$ cat src/rtl/core/matc_pkg.sv
// Shared types, constants and helper functions of the marker approach thrust controller.
package matc_pkg;

    localparam int unsigned POS_W   = 16;
    localparam int unsigned ERR_W   = 17;
    localparam int unsigned RATE_W  = 22;
    localparam int unsigned ACC_W   = 27;
    localparam int unsigned SUM_W   = 32;
    localparam int unsigned THR_W   = 24;
    localparam int unsigned MAC_W   = 58;
    localparam int unsigned INNER_W = 41;
    localparam int unsigned OPND_W  = 33;
    localparam int unsigned PROD_W  = 50;
    localparam int unsigned SAT_W   = 22;
    localparam int unsigned CNT_W   = 16;
    localparam int unsigned TOL_W   = 15;
    localparam int unsigned CFG_IDX_W = 3;

    localparam logic [CNT_W-1:0] WARMUP_DEF     = 16'd30;
    localparam logic [CNT_W-1:0] SETTLE_DEF     = 16'd30;
    localparam logic [TOL_W-1:0] TOLERANCE_DEF  = 15'd205;
    localparam logic [SAT_W-1:0] SAT_HOLD_DEF   = 22'd2048;
    localparam logic [SAT_W-1:0] SAT_APPR_DEF   = 22'd2048;
    localparam logic signed [POS_W-1:0] YAW_DEADBAND = 16'sd41;

    // configuration register indexes
    localparam logic [CFG_IDX_W-1:0] CFG_THRUST_LAW = 3'd0;
    localparam logic [CFG_IDX_W-1:0] CFG_PID_P      = 3'd1;
    localparam logic [CFG_IDX_W-1:0] CFG_PID_I      = 3'd2;
    localparam logic [CFG_IDX_W-1:0] CFG_PID_D      = 3'd3;
    localparam logic [CFG_IDX_W-1:0] CFG_TDC_M      = 3'd4;
    localparam logic [CFG_IDX_W-1:0] CFG_TDC_K      = 3'd5;
    localparam logic [CFG_IDX_W-1:0] CFG_TDC_V      = 3'd6;
    localparam logic [CFG_IDX_W-1:0] CFG_JUMP_SQ    = 3'd7;

    // side command codes
    localparam logic [1:0] SIDE_NONE  = 2'd0;
    localparam logic [1:0] SIDE_TURN1 = 2'd1;
    localparam logic [1:0] SIDE_TURN2 = 2'd2;
    localparam logic [1:0] SIDE_WINCH = 2'd3;

    // modes
    localparam logic signed [3:0] MODE_IDLE  = 4'sd0;
    localparam logic signed [3:0] MODE_LOW   = -4'sd2;
    localparam logic signed [3:0] MODE_WINCH = 4'sd4;

    // multiply-accumulate operand selection
    localparam logic [2:0] MAC_SQ  = 3'd0;
    localparam logic [2:0] MAC_PE  = 3'd1;
    localparam logic [2:0] MAC_DR  = 3'd2;
    localparam logic [2:0] MAC_IS  = 3'd3;
    localparam logic [2:0] MAC_VR  = 3'd4;
    localparam logic [2:0] MAC_KE  = 3'd5;
    localparam logic [2:0] MAC_MLO = 3'd6;
    localparam logic [2:0] MAC_MHI = 3'd7;

    typedef struct packed {
        logic                    command;
        logic signed [3:0]       new_mode;
        logic signed [POS_W-1:0] pos_x;
        logic signed [POS_W-1:0] pos_y;
        logic signed [POS_W-1:0] pos_z;
        logic signed [POS_W-1:0] heading;
        logic                    sample_ok;
    } in_t;

    typedef struct packed {
        logic signed [THR_W-1:0] thrust_front_a;
        logic signed [THR_W-1:0] thrust_front_b;
        logic signed [THR_W-1:0] thrust_rear_a;
        logic signed [THR_W-1:0] thrust_rear_b;
        logic                    thrust_valid;
        logic [1:0]              side_command;
        logic                    target_reset;
        logic                    calibrate_flag;
        logic signed [3:0]       mode_now;
    } out_t;

    typedef struct packed {
        logic       load;
        logic       mac_en;
        logic       mac_clr;
        logic [2:0] mac_sel;
        logic [1:0] sq_idx;
        logic       gate;
        logic       err;
        logic       rate;
        logic       accel;
        logic       inner;
        logic       thr;
        logic       axis;
        logic       finish;
    } cmd_t;

    typedef struct packed {
        logic is_cmd;
        logic is_ok;
        logic run;
        logic law;
        logic out_hold;
    } status_t;

    typedef struct packed {
        logic                    valid;
        logic signed [POS_W-1:0] ty;
        logic signed [POS_W-1:0] tz;
        logic                    hold;
        logic                    yaw;
        logic                    rst;
        logic signed [3:0]       next;
    } row_t;

    function automatic row_t matc_row(input logic signed [3:0] m);
        row_t r;
        r = '0;
        case (m)
            -4'sd1: r = '{1'b1, 16'sd410, 16'sd5325, 1'b1, 1'b0, 1'b0, 4'sd0};
            -4'sd2: r = '{1'b1, 16'sd410, 16'sd2458, 1'b1, 1'b0, 1'b0, 4'sd0};
            4'sd1:  r = '{1'b1, 16'sd0,   16'sd4096, 1'b0, 1'b1, 1'b1, 4'sd0};
            4'sd2:  r = '{1'b1, 16'sd164, 16'sd2458, 1'b0, 1'b1, 1'b0, 4'sd3};
            4'sd3:  r = '{1'b1, 16'sd164, 16'sd1229, 1'b0, 1'b1, 1'b0, 4'sd4};
            default: r = '0;
        endcase
        return r;
    endfunction

    function automatic logic signed [RATE_W-1:0] sat22(input logic signed [RATE_W:0] v);
        if (v > 23'sd2097151)       return 22'sh1FFFFF;
        else if (v < -23'sd2097152) return 22'sh200000;
        else                        return v[RATE_W-1:0];
    endfunction

    function automatic logic signed [ACC_W-1:0] sat27(input logic signed [ACC_W:0] v);
        if (v > 28'sd67108863)       return 27'sh3FFFFFF;
        else if (v < -28'sd67108864) return 27'sh4000000;
        else                         return v[ACC_W-1:0];
    endfunction

    function automatic logic signed [SUM_W-1:0] sat32(input logic signed [SUM_W:0] v);
        if (v > 33'sh0_7FFF_FFFF)      return 32'sh7FFF_FFFF;
        else if (v < -33'sh0_8000_0000) return 32'sh8000_0000;
        else                           return v[SUM_W-1:0];
    endfunction

endpackage

$ cat src/rtl/core/matc_ctrl.sv
// Sequencing state machine of the marker approach thrust controller.
module matc_ctrl (
    input  logic              clk,
    input  logic              rst_n,
    input  logic              sample_valid,
    output logic              sample_ready,
    input  matc_pkg::status_t status,
    output matc_pkg::cmd_t    cmd
);
    import matc_pkg::*;

    localparam logic [3:0] ST_IDLE  = 4'd0;
    localparam logic [3:0] ST_DISP  = 4'd1;
    localparam logic [3:0] ST_SQ0   = 4'd2;
    localparam logic [3:0] ST_SQ1   = 4'd3;
    localparam logic [3:0] ST_SQ2   = 4'd4;
    localparam logic [3:0] ST_GATE  = 4'd5;
    localparam logic [3:0] ST_ERR   = 4'd6;
    localparam logic [3:0] ST_RATE  = 4'd7;
    localparam logic [3:0] ST_ACC   = 4'd8;
    localparam logic [3:0] ST_M1    = 4'd9;
    localparam logic [3:0] ST_M2    = 4'd10;
    localparam logic [3:0] ST_M3    = 4'd11;
    localparam logic [3:0] ST_INNER = 4'd12;
    localparam logic [3:0] ST_MLO   = 4'd13;
    localparam logic [3:0] ST_MHI   = 4'd14;
    localparam logic [3:0] ST_THR   = 4'd15;
    localparam logic [3:0] ST_FIN   = 4'd1;

    logic [3:0] state_reg, state_next;
    logic       fin_reg, fin_next;
    logic       axis_reg, axis_next;

    always_comb
    begin
        cmd          = '0;
        cmd.axis     = axis_reg;
        state_next   = state_reg;
        fin_next     = fin_reg;
        axis_next    = axis_reg;
        sample_ready = 1'b0;
        case (state_reg)
            ST_IDLE:
            begin
                sample_ready = 1'b1;
                if (sample_valid)
                begin
                    cmd.load   = 1'b1;
                    fin_next   = 1'b0;
                    state_next = ST_DISP;
                end
            end
            ST_DISP:
            begin
                // this code doubles as the finishing step once fin_reg is set
                if (fin_reg)
                begin
                    if (!status.out_hold)
                    begin
                        cmd.finish = 1'b1;
                        fin_next   = 1'b0;
                        axis_next  = 1'b0;
                        state_next = ST_IDLE;
                    end
                end
                else if (status.is_cmd || !status.is_ok)
                    fin_next = 1'b1;
                else
                    state_next = ST_SQ0;
            end
            ST_SQ0:
            begin
                cmd.mac_en = 1'b1; cmd.mac_clr = 1'b1; cmd.mac_sel = MAC_SQ; cmd.sq_idx = 2'd0;
                state_next = ST_SQ1;
            end
            ST_SQ1:
            begin
                cmd.mac_en = 1'b1; cmd.mac_sel = MAC_SQ; cmd.sq_idx = 2'd1;
                state_next = ST_SQ2;
            end
            ST_SQ2:
            begin
                cmd.mac_en = 1'b1; cmd.mac_sel = MAC_SQ; cmd.sq_idx = 2'd2;
                state_next = ST_GATE;
            end
            ST_GATE:
            begin
                cmd.gate = 1'b1;
                state_next = ST_ERR;
            end
            ST_ERR:
            begin
                cmd.err = 1'b1;
                state_next = ST_RATE;
            end
            ST_RATE:
            begin
                cmd.rate = 1'b1;
                state_next = ST_ACC;
            end
            ST_ACC:
            begin
                cmd.accel = 1'b1;
                if (status.run)
                    state_next = ST_M1;
                else
                begin
                    fin_next   = 1'b1;
                    state_next = ST_FIN;
                end
            end
            ST_M1:
            begin
                cmd.mac_en = 1'b1; cmd.mac_clr = 1'b1;
                cmd.mac_sel = status.law ? MAC_VR : MAC_PE;
                state_next = ST_M2;
            end
            ST_M2:
            begin
                cmd.mac_en = 1'b1;
                cmd.mac_sel = status.law ? MAC_KE : MAC_DR;
                state_next = status.law ? ST_INNER : ST_M3;
            end
            ST_M3:
            begin
                cmd.mac_en = 1'b1; cmd.mac_sel = MAC_IS;
                state_next = ST_THR;
            end
            ST_INNER:
            begin
                cmd.inner = 1'b1;
                state_next = ST_MLO;
            end
            ST_MLO:
            begin
                cmd.mac_en = 1'b1; cmd.mac_clr = 1'b1; cmd.mac_sel = MAC_MLO;
                state_next = ST_MHI;
            end
            ST_MHI:
            begin
                cmd.mac_en = 1'b1; cmd.mac_sel = MAC_MHI;
                state_next = ST_THR;
            end
            ST_THR:
            begin
                cmd.thr = 1'b1;
                if (!axis_reg)
                begin
                    axis_next  = 1'b1;
                    state_next = ST_M1;
                end
                else
                begin
                    fin_next   = 1'b1;
                    state_next = ST_FIN;
                end
            end
            default:
            begin
                state_next = ST_IDLE;
            end
        endcase
    end

    always_ff @(posedge clk or negedge rst_n)
    begin
        if (!rst_n)
        begin
            state_reg <= ST_IDLE;
            fin_reg   <= 1'b0;
            axis_reg  <= 1'b0;
        end
        else
        begin
            state_reg <= state_next;
            fin_reg   <= fin_next;
            axis_reg  <= axis_next;
        end
    end

endmodule

$ cat src/rtl/core/matc_dp.sv
// Datapath of the marker approach thrust controller: state, multiplier and result register.
module matc_dp #(
    parameter logic [15:0] WARMUP_SAMPLES   = matc_pkg::WARMUP_DEF,
    parameter logic [15:0] SETTLE_SAMPLES   = matc_pkg::SETTLE_DEF,
    parameter logic [14:0] SETTLE_TOLERANCE = matc_pkg::TOLERANCE_DEF,
    parameter logic [21:0] SAT_HOLD         = matc_pkg::SAT_HOLD_DEF,
    parameter logic [21:0] SAT_APPROACH     = matc_pkg::SAT_APPR_DEF
) (
    input  logic                                 clk,
    input  logic                                 rst_n,
    input  matc_pkg::in_t                        sample,
    input  logic                                 cfg_write,
    input  logic [matc_pkg::CFG_IDX_W-1:0]       cfg_index,
    input  logic [31:0]                          cfg_data,
    input  matc_pkg::cmd_t                       cmd,
    output matc_pkg::status_t                    status,
    output logic                                 result_valid,
    input  logic                                 result_ready,
    output matc_pkg::out_t                       result
);
    import matc_pkg::*;

    // configuration
    logic        law_reg;
    logic [15:0] gp_reg, gi_reg, gd_reg, gm_reg, gk_reg, gv_reg;
    logic [31:0] jump_reg;

    // persistent state
    logic signed [3:0]         mode_reg;
    logic signed [POS_W-1:0]   last_reg [3];
    logic signed [ERR_W-1:0]   perr_reg [2];
    logic signed [RATE_W-1:0]  prate_reg [2];
    logic signed [ACC_W-1:0]   pacc_reg [2];
    logic signed [SUM_W-1:0]   esum_reg [2];
    logic signed [THR_W-1:0]   thr_reg [2];
    logic [CNT_W-1:0]          samp_reg, settle_reg;

    // per-item working registers
    in_t                       item_reg;
    logic signed [POS_W-1:0]   p_reg [3];
    logic signed [ERR_W-1:0]   e_reg [2];
    logic signed [SUM_W-1:0]   snew_reg [2];
    logic signed [RATE_W-1:0]  rate_reg [2];
    logic signed [ACC_W-1:0]   acc_reg [2];
    logic                      conv_reg;
    logic signed [MAC_W-1:0]   mac_reg;
    logic signed [INNER_W-1:0] inner_reg;
    logic signed [THR_W-1:0]   t_reg [2];

    logic  result_valid_reg;
    out_t  result_reg;

    row_t  row;
    logic  k;
    assign row = matc_row(mode_reg);
    assign k   = ~cmd.axis;

    assign status.is_cmd   = item_reg.command;
    assign status.is_ok    = item_reg.sample_ok;
    assign status.run      = row.valid;
    assign status.law      = law_reg;
    assign status.out_hold = result_valid_reg && !result_ready;

    assign result_valid = result_valid_reg;
    assign result       = result_reg;

    // shared multiplier: unsigned 16-bit gain or distance by signed 33-bit operand
    logic signed [POS_W-1:0]   sq_pos, sq_last;
    logic signed [ERR_W-1:0]   sq_d;
    logic [ERR_W-1:0]          sq_abs;
    logic [15:0]               mul_a;
    logic signed [OPND_W-1:0]  mul_b;
    logic signed [PROD_W-1:0]  prod;
    logic signed [MAC_W-1:0]   addend;

    always_comb
    begin
        case (cmd.sq_idx)
            2'd0:    begin sq_pos = item_reg.pos_x; sq_last = last_reg[0]; end
            2'd1:    begin sq_pos = item_reg.pos_y; sq_last = last_reg[1]; end
            default: begin sq_pos = item_reg.pos_z; sq_last = last_reg[2]; end
        endcase
        sq_d   = ERR_W'(sq_last) - ERR_W'(sq_pos);
        sq_abs = sq_d[ERR_W-1] ? ERR_W'(-sq_d) : ERR_W'(sq_d);
        case (cmd.mac_sel)
            MAC_SQ:  begin mul_a = sq_abs[15:0]; mul_b = OPND_W'({1'b0, sq_abs[15:0]}); end
            MAC_PE:  begin mul_a = gp_reg; mul_b = OPND_W'(e_reg[k]); end
            MAC_DR:  begin mul_a = gd_reg; mul_b = OPND_W'(rate_reg[k]); end
            MAC_IS:  begin mul_a = gi_reg; mul_b = OPND_W'(snew_reg[k]); end
            MAC_VR:  begin mul_a = gv_reg; mul_b = OPND_W'(rate_reg[k]); end
            MAC_KE:  begin mul_a = gk_reg; mul_b = OPND_W'(e_reg[k]); end
            MAC_MLO: begin mul_a = gm_reg; mul_b = OPND_W'({1'b0, inner_reg[19:0]}); end
            default:
            begin
                mul_a = gm_reg;
                mul_b = OPND_W'($signed(inner_reg[INNER_W-1:20]));
            end
        endcase
        prod   = $signed({1'b0, mul_a}) * mul_b;
        addend = (cmd.mac_sel == MAC_MHI) ? (MAC_W'(prod) <<< 20) : MAC_W'(prod);
    end

    // error terms
    logic signed [ERR_W-1:0] ex, ey, ez;
    logic [ERR_W-1:0]        ax, ay, az;
    assign ex = ERR_W'(0) - ERR_W'(p_reg[0]);
    assign ey = ERR_W'(row.ty) - ERR_W'(p_reg[1]);
    assign ez = ERR_W'(row.tz) - ERR_W'(p_reg[2]);
    assign ax = ex[ERR_W-1] ? ERR_W'(-ex) : ERR_W'(ex);
    assign ay = ey[ERR_W-1] ? ERR_W'(-ey) : ERR_W'(ey);
    assign az = ez[ERR_W-1] ? ERR_W'(-ez) : ERR_W'(ez);

    logic signed [ERR_W:0]    rd [2];
    logic signed [RATE_W:0]   rx30 [2];
    logic signed [RATE_W:0]   ad [2];
    logic signed [ACC_W:0]    ax30 [2];
    always_comb
    begin
        for (int i = 0; i < 2; i++)
        begin
            rd[i]   = (ERR_W+1)'(e_reg[i]) - (ERR_W+1)'(perr_reg[i]);
            rx30[i] = ((RATE_W+1)'(rd[i]) <<< 5) - ((RATE_W+1)'(rd[i]) <<< 1);
            ad[i]   = (RATE_W+1)'(rate_reg[i]) - (RATE_W+1)'(prate_reg[i]);
            ax30[i] = ((ACC_W+1)'(ad[i]) <<< 5) - ((ACC_W+1)'(ad[i]) <<< 1);
        end
    end

    // thrust of the current axis
    logic signed [59:0]        tv;
    logic signed [59:0]        lim;
    logic signed [THR_W-1:0]   tclamp;
    always_comb
    begin
        lim = 60'(signed'({1'b0, (row.hold ? SAT_HOLD : SAT_APPROACH)}));
        if (!law_reg)
            tv = 60'(-(60'(mac_reg))) >>> 8;
        else
            tv = 60'(thr_reg[cmd.axis]) - (60'(mac_reg) >>> 16);
        if (tv > lim)        tclamp = THR_W'(lim);
        else if (tv < -lim)  tclamp = THR_W'(-lim);
        else                 tclamp = THR_W'(tv);
    end

    // finishing step
    out_t                res;
    logic signed [3:0]   mode_n;
    logic [CNT_W-1:0]    samp_n, settle_n, settle_inc;
    logic                upd_run, aligned;
    always_comb
    begin
        res        = '0;
        mode_n     = mode_reg;
        samp_n     = samp_reg;
        settle_n   = settle_reg;
        settle_inc = (settle_reg == '1) ? settle_reg : settle_reg + 1'b1;
        upd_run    = 1'b0;
        aligned    = 1'b0;
        if (item_reg.command)
        begin
            if (item_reg.new_mode >= MODE_LOW && item_reg.new_mode <= MODE_WINCH)
                mode_n = item_reg.new_mode;
            else
                mode_n = MODE_IDLE;
        end
        else if (item_reg.sample_ok)
        begin
            if (mode_reg == MODE_WINCH)
            begin
                res.side_command = SIDE_WINCH;
                res.target_reset = 1'b1;
                mode_n   = MODE_IDLE;
                settle_n = '0;
            end
            else if (row.valid)
            begin
                upd_run = 1'b1;
                samp_n  = (samp_reg == '1) ? samp_reg : samp_reg + 1'b1;
                if (samp_n > WARMUP_SAMPLES)
                begin
                    res.thrust_front_a = t_reg[1] - t_reg[0];
                    res.thrust_front_b = -t_reg[0] - t_reg[1];
                    res.thrust_rear_a  = t_reg[0] - t_reg[1];
                    res.thrust_rear_b  = t_reg[0] + t_reg[1];
                    res.thrust_valid   = 1'b1;
                end
                if (row.yaw)
                begin
                    if (item_reg.heading >= YAW_DEADBAND)
                        res.side_command = SIDE_TURN1;
                    else if (item_reg.heading <= -YAW_DEADBAND)
                        res.side_command = SIDE_TURN2;
                    else
                        aligned = 1'b1;
                end
                if (conv_reg)
                begin
                    settle_n = settle_inc;
                    if (settle_inc > SETTLE_SAMPLES && (!row.yaw || aligned))
                    begin
                        if (row.rst)
                        begin
                            mode_n   = MODE_IDLE;
                            settle_n = '0;
                            res.target_reset   = 1'b1;
                            res.calibrate_flag = 1'b1;
                        end
                        else if (row.next != MODE_IDLE)
                        begin
                            mode_n   = row.next;
                            settle_n = '0;
                        end
                    end
                end
            end
        end
        res.mode_now = mode_n;
    end

    // control state and counters
    always_ff @(posedge clk or negedge rst_n)
    begin
        if (!rst_n)
        begin
            law_reg  <= 1'b0;
            gp_reg   <= '0; gi_reg <= '0; gd_reg <= '0;
            gm_reg   <= '0; gk_reg <= '0; gv_reg <= '0;
            jump_reg <= '1;
            mode_reg <= MODE_IDLE;
            samp_reg <= '0;
            settle_reg <= '0;
            result_valid_reg <= 1'b0;
            for (int i = 0; i < 3; i++) last_reg[i] <= '0;
            for (int i = 0; i < 2; i++)
            begin
                perr_reg[i]  <= '0;
                prate_reg[i] <= '0;
                pacc_reg[i]  <= '0;
                esum_reg[i]  <= '0;
                thr_reg[i]   <= '0;
            end
        end
        else
        begin
            if (cfg_write)
            begin
                case (cfg_index)
                    CFG_THRUST_LAW: law_reg  <= cfg_data[0];
                    CFG_PID_P:      gp_reg   <= cfg_data[15:0];
                    CFG_PID_I:      gi_reg   <= cfg_data[15:0];
                    CFG_PID_D:      gd_reg   <= cfg_data[15:0];
                    CFG_TDC_M:      gm_reg   <= cfg_data[15:0];
                    CFG_TDC_K:      gk_reg   <= cfg_data[15:0];
                    CFG_TDC_V:      gv_reg   <= cfg_data[15:0];
                    CFG_JUMP_SQ:    jump_reg <= cfg_data;
                    default:        law_reg  <= law_reg;
                endcase
            end
            if (cmd.gate)
            begin
                // accept the sample unless it jumps too far after warmup
                if (!(mac_reg > MAC_W'({1'b0, jump_reg}) && samp_reg > WARMUP_SAMPLES))
                begin
                    last_reg[0] <= item_reg.pos_x;
                    last_reg[1] <= item_reg.pos_y;
                    last_reg[2] <= item_reg.pos_z;
                end
            end
            if (cmd.thr)
                thr_reg[cmd.axis] <= tclamp;
            if (cmd.finish)
            begin
                mode_reg   <= mode_n;
                samp_reg   <= samp_n;
                settle_reg <= settle_n;
                if (upd_run)
                begin
                    for (int i = 0; i < 2; i++)
                    begin
                        perr_reg[i]  <= e_reg[i];
                        prate_reg[i] <= rate_reg[i];
                        esum_reg[i]  <= snew_reg[i];
                        pacc_reg[i]  <= (mode_reg < MODE_IDLE) ?
                                        sat27(-((ACC_W+1)'(acc_reg[i]))) : acc_reg[i];
                    end
                end
                result_valid_reg <= 1'b1;
            end
            else if (result_ready)
                result_valid_reg <= 1'b0;
        end
    end

    // payload registers
    always_ff @(posedge clk)
    begin
        if (cmd.load)
            item_reg <= sample;
        if (cmd.mac_en)
            mac_reg <= (cmd.mac_clr ? MAC_W'(0) : mac_reg) + addend;
        if (cmd.gate)
        begin
            if (mac_reg > MAC_W'({1'b0, jump_reg}) && samp_reg > WARMUP_SAMPLES)
            begin
                p_reg[0] <= last_reg[0];
                p_reg[1] <= last_reg[1];
                p_reg[2] <= last_reg[2];
            end
            else
            begin
                p_reg[0] <= item_reg.pos_x;
                p_reg[1] <= item_reg.pos_y;
                p_reg[2] <= item_reg.pos_z;
            end
        end
        if (cmd.err)
        begin
            e_reg[0]    <= ex;
            e_reg[1]    <= ez;
            snew_reg[0] <= sat32((SUM_W+1)'(esum_reg[0]) + (SUM_W+1)'(ex));
            snew_reg[1] <= sat32((SUM_W+1)'(esum_reg[1]) + (SUM_W+1)'(ez));
            conv_reg    <= (ax < ERR_W'(SETTLE_TOLERANCE)) && (ay < ERR_W'(SETTLE_TOLERANCE))
                        && (az < ERR_W'(SETTLE_TOLERANCE));
        end
        if (cmd.rate)
            for (int i = 0; i < 2; i++) rate_reg[i] <= sat22(rx30[i]);
        if (cmd.accel)
            for (int i = 0; i < 2; i++) acc_reg[i] <= sat27(ax30[i]);
        if (cmd.inner)
            inner_reg <= INNER_W'(mac_reg) - (INNER_W'(pacc_reg[k]) <<< 8);
        if (cmd.thr)
            t_reg[cmd.axis] <= tclamp;
        if (cmd.finish)
            result_reg <= res;
    end

endmodule

$ cat src/rtl/core/marker_approach_thrust_controller.sv
// Top level of the marker approach thrust controller: controller, datapath and port wiring.
// A mode command or an invalid sample goes straight from load to finish; a valid sample
// runs the distance squares, outlier gate and error, rate and acceleration steps, and in
// a mode with a control row both thrust axes under PID or time-delay control; one item
// is in flight at a time, as sample_ready is high only in the idle state, so the next beat waits.
// A finished result waits in the output register while the next sample beat is taken.
// rst_n clears mode, history, counters and configuration (jump limit to all ones) at once.
module marker_approach_thrust_controller #(
    parameter logic [15:0] WARMUP_SAMPLES   = matc_pkg::WARMUP_DEF,
    parameter logic [15:0] SETTLE_SAMPLES   = matc_pkg::SETTLE_DEF,
    parameter logic [14:0] SETTLE_TOLERANCE = matc_pkg::TOLERANCE_DEF,
    parameter logic [21:0] SAT_HOLD         = matc_pkg::SAT_HOLD_DEF,
    parameter logic [21:0] SAT_APPROACH     = matc_pkg::SAT_APPR_DEF
) (
    input  logic                           clk,
    input  logic                           rst_n,
    input  logic                           sample_valid,
    output logic                           sample_ready,
    input  matc_pkg::in_t                  sample,
    output logic                           result_valid,
    input  logic                           result_ready,
    output matc_pkg::out_t                 result,
    input  logic                           cfg_valid,
    output logic                           cfg_ready,
    input  logic [matc_pkg::CFG_IDX_W-1:0] cfg_index,
    input  logic [31:0]                    cfg_data
);
    import matc_pkg::*;

    cmd_t    cmd;
    status_t status;

    // configuration must be written only while idle (the block does not enforce this), so take every beat at once
    assign cfg_ready = 1'b1;

    // sequence the steps: distance squares, outlier gate, error, rate and acceleration terms, two thrust axes, finish
    matc_ctrl u_ctrl (
        .clk          (clk),
        .rst_n        (rst_n),
        .sample_valid (sample_valid),
        .sample_ready (sample_ready),
        .status       (status),
        .cmd          (cmd)
    );

    // hold all state and the result register; advance on each command
    matc_dp #(
        .WARMUP_SAMPLES   (WARMUP_SAMPLES),
        .SETTLE_SAMPLES   (SETTLE_SAMPLES),
        .SETTLE_TOLERANCE (SETTLE_TOLERANCE),
        .SAT_HOLD         (SAT_HOLD),
        .SAT_APPROACH     (SAT_APPROACH)
    ) u_dp (
        .clk          (clk),
        .rst_n        (rst_n),
        .sample       (sample),
        .cfg_write    (cfg_valid && cfg_ready),
        .cfg_index    (cfg_index),
        .cfg_data     (cfg_data),
        .cmd          (cmd),
        .status       (status),
        .result_valid (result_valid),
        .result_ready (result_ready),
        .result       (result)
    );

endmodule

$ cat config.mk
export PLATFORM = sky130hd
export DESIGN_NAME = marker_approach_thrust_controller
export DESIGN_NICKNAME = d
export VERILOG_FILES = /design/src/rtl/core/matc_pkg.sv /design/src/rtl/core/matc_ctrl.sv /design/src/rtl/core/matc_dp.sv /design/src/rtl/core/marker_approach_thrust_controller.sv
export SDC_FILE = /design/constraint.sdc
export NUM_CORES = 2
export LEC_CHECK = 0
export ABC_AREA = 0
export BUFFER_PORTS_ARGS = -buffer_cell sky130_fd_sc_hd__buf_2
export CORE_MARGIN = 4
export CORE_UTILIZATION = 60
export CTS_BUF_LIST = sky130_fd_sc_hd__clkbuf_2 sky130_fd_sc_hd__clkbuf_4 sky130_fd_sc_hd__clkbuf_8
export DETAILED_ROUTE_END_ITERATION = 7
export PLACE_DENSITY_LB_ADDON = 0.12
export SETUP_SLACK_MARGIN = 0.5
export SLEW_MARGIN = 25
export SYNTH_ARGS = -nofsm -noshare
export SYNTH_HDL_FRONTEND = slang
export SYNTH_SLANG_ARGS = --single-unit
$ cat constraint.sdc
create_clock -name clk -period 14.1 [get_ports clk]
set_input_delay 1.41 -clock clk [delete_from_list [all_inputs] [get_ports clk]]
set_output_delay 1.41 -clock clk [all_outputs]
set_load 0.01 [all_outputs]
==> flow_metrics.env <==
export IMPL_root_buffer="clkbuf_8"
export IMPL_largest_reg_flops=102
export IMPL_grt_pass1_wl_microns=409300
export IMPL_hold_viol_final=0
export IMPL_reg2reg_depth=59
export IMPL_start_util_pct=60.33
export IMPL_antenna_left=0
export IMPL_hold_buffers=0
export IMPL_worstSkewPairLatency_ns=0.96
export IMPL_worst_pin_slew_ns=1.079
export IMPL_synth_distinct_cells=114
export IMPL_drive_gt1_share_pct=12.33
export IMPL_core_sq_um=147500
export IMPL_clkTransAtPathRegs_ns=0.06
export IMPL_die_w_microns=393.1
export IMPL_port_buffers=216
export IMPL_slew_violations=0
export IMPL_synth_most_common_cell="nand2_1"
export IMPL_synthArstFlopShare_pct=45.14
export IMPL_holdWs_ns=0.4526
export IMPL_overflow=0
export IMPL_crit_reg2reg_launch="u_ctrl.state_reg[3]"
export IMPL_vias=73060
export IMPL_fin_skew_ns=0.1076
export IMPL_synth_edff_count=564
export IMPL_clockBufferDepth=3
export IMPL_first_iter_violations=6242
export IMPL_yosys_warnings=0
export IMPL_yosys_top_cells_count="nand2_1, inv_1, ha_1"
export IMPL_synth_cells=9655
export IMPL_first_pass_iters=6
export IMPL_holdPathEnd="u_dp.esum_reg[19]"
export IMPL_wl_microns=267700
export IMPL_synth_nets=10940
export IMPL_hpwl_microns=205000
export IMPL_yosys_area_top_type="edfxtp_1"
export IMPL_critPathSlowestCell="fa_1"
export IMPL_die_area_sq_um=154500
export IMPL_die_h_microns=393.1
export IMPL_yosys_area_top_type_share_pct=19.03
export IMPL_ioPinCount=218
export IMPL_final_cells=12010
export IMPL_cts_buffers_inserted=180
export IMPL_clock_sinks=1028
export IMPL_crit_top_cell="fa_1"
export IMPL_slew_headroom_pct=27.31
export IMPL_critPathKind="reg -> reg"
export IMPL_gp_congestion=0.9825
export IMPL_arrival_ns=14.04
export IMPL_cp_top_family="compound AO/OA/AOI/OAI gates"
export IMPL_synth_area_top_cells="edfxtp_1, dfrtp_1, fa_1"
export IMPL_syn_cell_area_sq_um=88980
export IMPL_dp_cells=11630
export IMPL_fin_crit_ns=13.42
export IMPL_ys_seq_area_share_pct=32.13
export IMPL_cts_tree="built"
export IMPL_reg2reg_slack_ns=0.68
export IMPL_synth_avg_cell_area_sq_um=9.216
export IMPL_areaGrowthSynthToFinish_pct=10.08
export IMPL_timing_fmax_mhz=74.51
export IMPL_whs_path_depth=2
export IMPL_status="completed"
export IMPL_nets=11200
export IMPL_drc=0
export IMPL_worstPathMaxFanout=16
export IMPL_vias_per_cell=6.083
export IMPL_slowest_delay_ns=0.61
export IMPL_synthFlopType="edfxtp_1"
export IMPL_hp_start="u_dp.snew_reg[1][19]"
export IMPL_rows=141
export IMPL_antenna_found_initial=22
export IMPL_r2r_end="u_dp.mac_reg[57]"
export IMPL_synth_seq_cells=1028
export IMPL_critPathBufInv=9
export IMPL_cp_start_kind="flip-flop"
export IMPL_cp_required_ns=14.71
export IMPL_grt_pass1_vias=70690
export IMPL_hp_class="reg -> reg"
export IMPL_rsz0062_at_grt="yes"
export IMPL_critPathCaptureType="flip-flop"
export IMPL_setup_viol=0
export IMPL_period_share_pct=95.19
export IMPL_grt_max_degree=107
export IMPL_htreeDepth=4
export IMPL_grt_usage_pct=34.16
export IMPL_max_cap_viol_count=0
export IMPL_wire_per_inst_microns=22.29
## layer usage
metal  vias up  part of all wire [%]  wire length, microns  global-route usage [%]
li1      33850                     -                     -                       -
met1     35840                    42                111200                   45.96
met2      2774                    46                123600                   54.81
met3       573                   8.0                 21410                   6.534
met4        18                   4.3                 11380                   13.44
met5         -                 0.043                   115                       0
## per-stage QoR
stage                     util (%)  setup slack (ns)  cell area, sq um  setup TNS, ns
final                        66.42            0.6789             97960              0
after global routing         66.41            0.1761             97950              0
after CTS                    66.03            0.5509             97390              0
after detailed placement     62.98           -0.1637             92890        -0.1637
after global placement       62.95            0.3109             92850              0
after floorplan                  -            0.5406             88990              0
## cells by family after synthesis
family / synth area share, %
AND/OR/NAND/NOR: 15.24
other: 0.004214
adder cells (fa/ha/maj): 20.98
AO/OA/AOI/OAI: 15.73
buffers and inverters: 6.343
flip-flops: 32.13
XOR/XNOR: 5.263
multiplexers: 4.311
## final cells by class
type,instances,area [sq um]
fill,12070,49530
inverter,1119,4203
antenna,6,15.01
timing repair buffer,445,3213
clock inverter,88,1003
tap,1930,2415
sequential,1028,28600
multi-input combinational,7144,55390
clock buffer,250,3122
## layout by cell type (no fill, tap or decap), types with 50 or more instances in the layout
master	netlist	routed
or3_1	64	62
nor2_1	655	640
o21a_1	123	123
and2_1	162	161
inv_1	1108	1106
nand2b_1	95	94
nand4_1	56	56
xor2_1	205	202
nand2_1	1123	1121
a211oi_1	62	59
nor3_1	176	170
a31oi_1	64	62
a21oi_1	586	576
buf_4	5	187
o21ai_0	521	506
nor2b_1	134	133
a21o_1	177	176
o31ai_1	58	56
edfxtp_1	564	564
buf_2	10	217
o21bai_1	75	74
mux2i_1	138	138
mux2_2	218	218
nand3_1	151	150
fa_1	509	506
dfrtp_1	432	427
nor4_1	51	50
xnor2_1	326	323
clkbuf_4	0	51
and3_1	70	69
a221oi_1	52	52
clkbuf_8	0	199
ha_1	663	654
## worst max-delay path by stage
stage / startpoint / endpoint / slack (ns) / cells after the start
final: u_ctrl.state_reg[3] / u_dp.mac_reg[57] / 0.68 / 59
after global routing: u_ctrl.state_reg[3] / u_dp.mac_reg[57] / 0.18 / 59
after CTS: u_ctrl.state_reg[0] / u_dp.mac_reg[57] / 0.55 / 60
after detailed placement: u_ctrl.state_reg[0] / u_dp.mac_reg[57] / -0.16 / 55
after global placement: u_ctrl.state_reg[0] / u_dp.mac_reg[57] / 0.31 / 55
after floorplan: u_ctrl.state_reg[3] / u_dp.mac_reg[57] / 0.54 / 59
## worst min-delay path, delay by kind of cell (launching register included)
| family | cells | cell delay, ns |
|---|---|---|
| and+or+nand+nor | 2 | 0.10 |
| DFF | 1 | 0.34 |
## repair_timing
| item | 4_1_cts | 5_1_grt |
|---|---|---|
| gates resized for setup | 53 | 57 |
| cloned | 3 | 2 |
| setup endpoints to repair | 8 | 10 |
| pin swaps | 28 | 40 |
| buffers inserted | 15 | 15 |
Power is left out: the tool's default activity adds up to more than one toggle a clock period on the data nets, which glitch-free logic cannot reach.
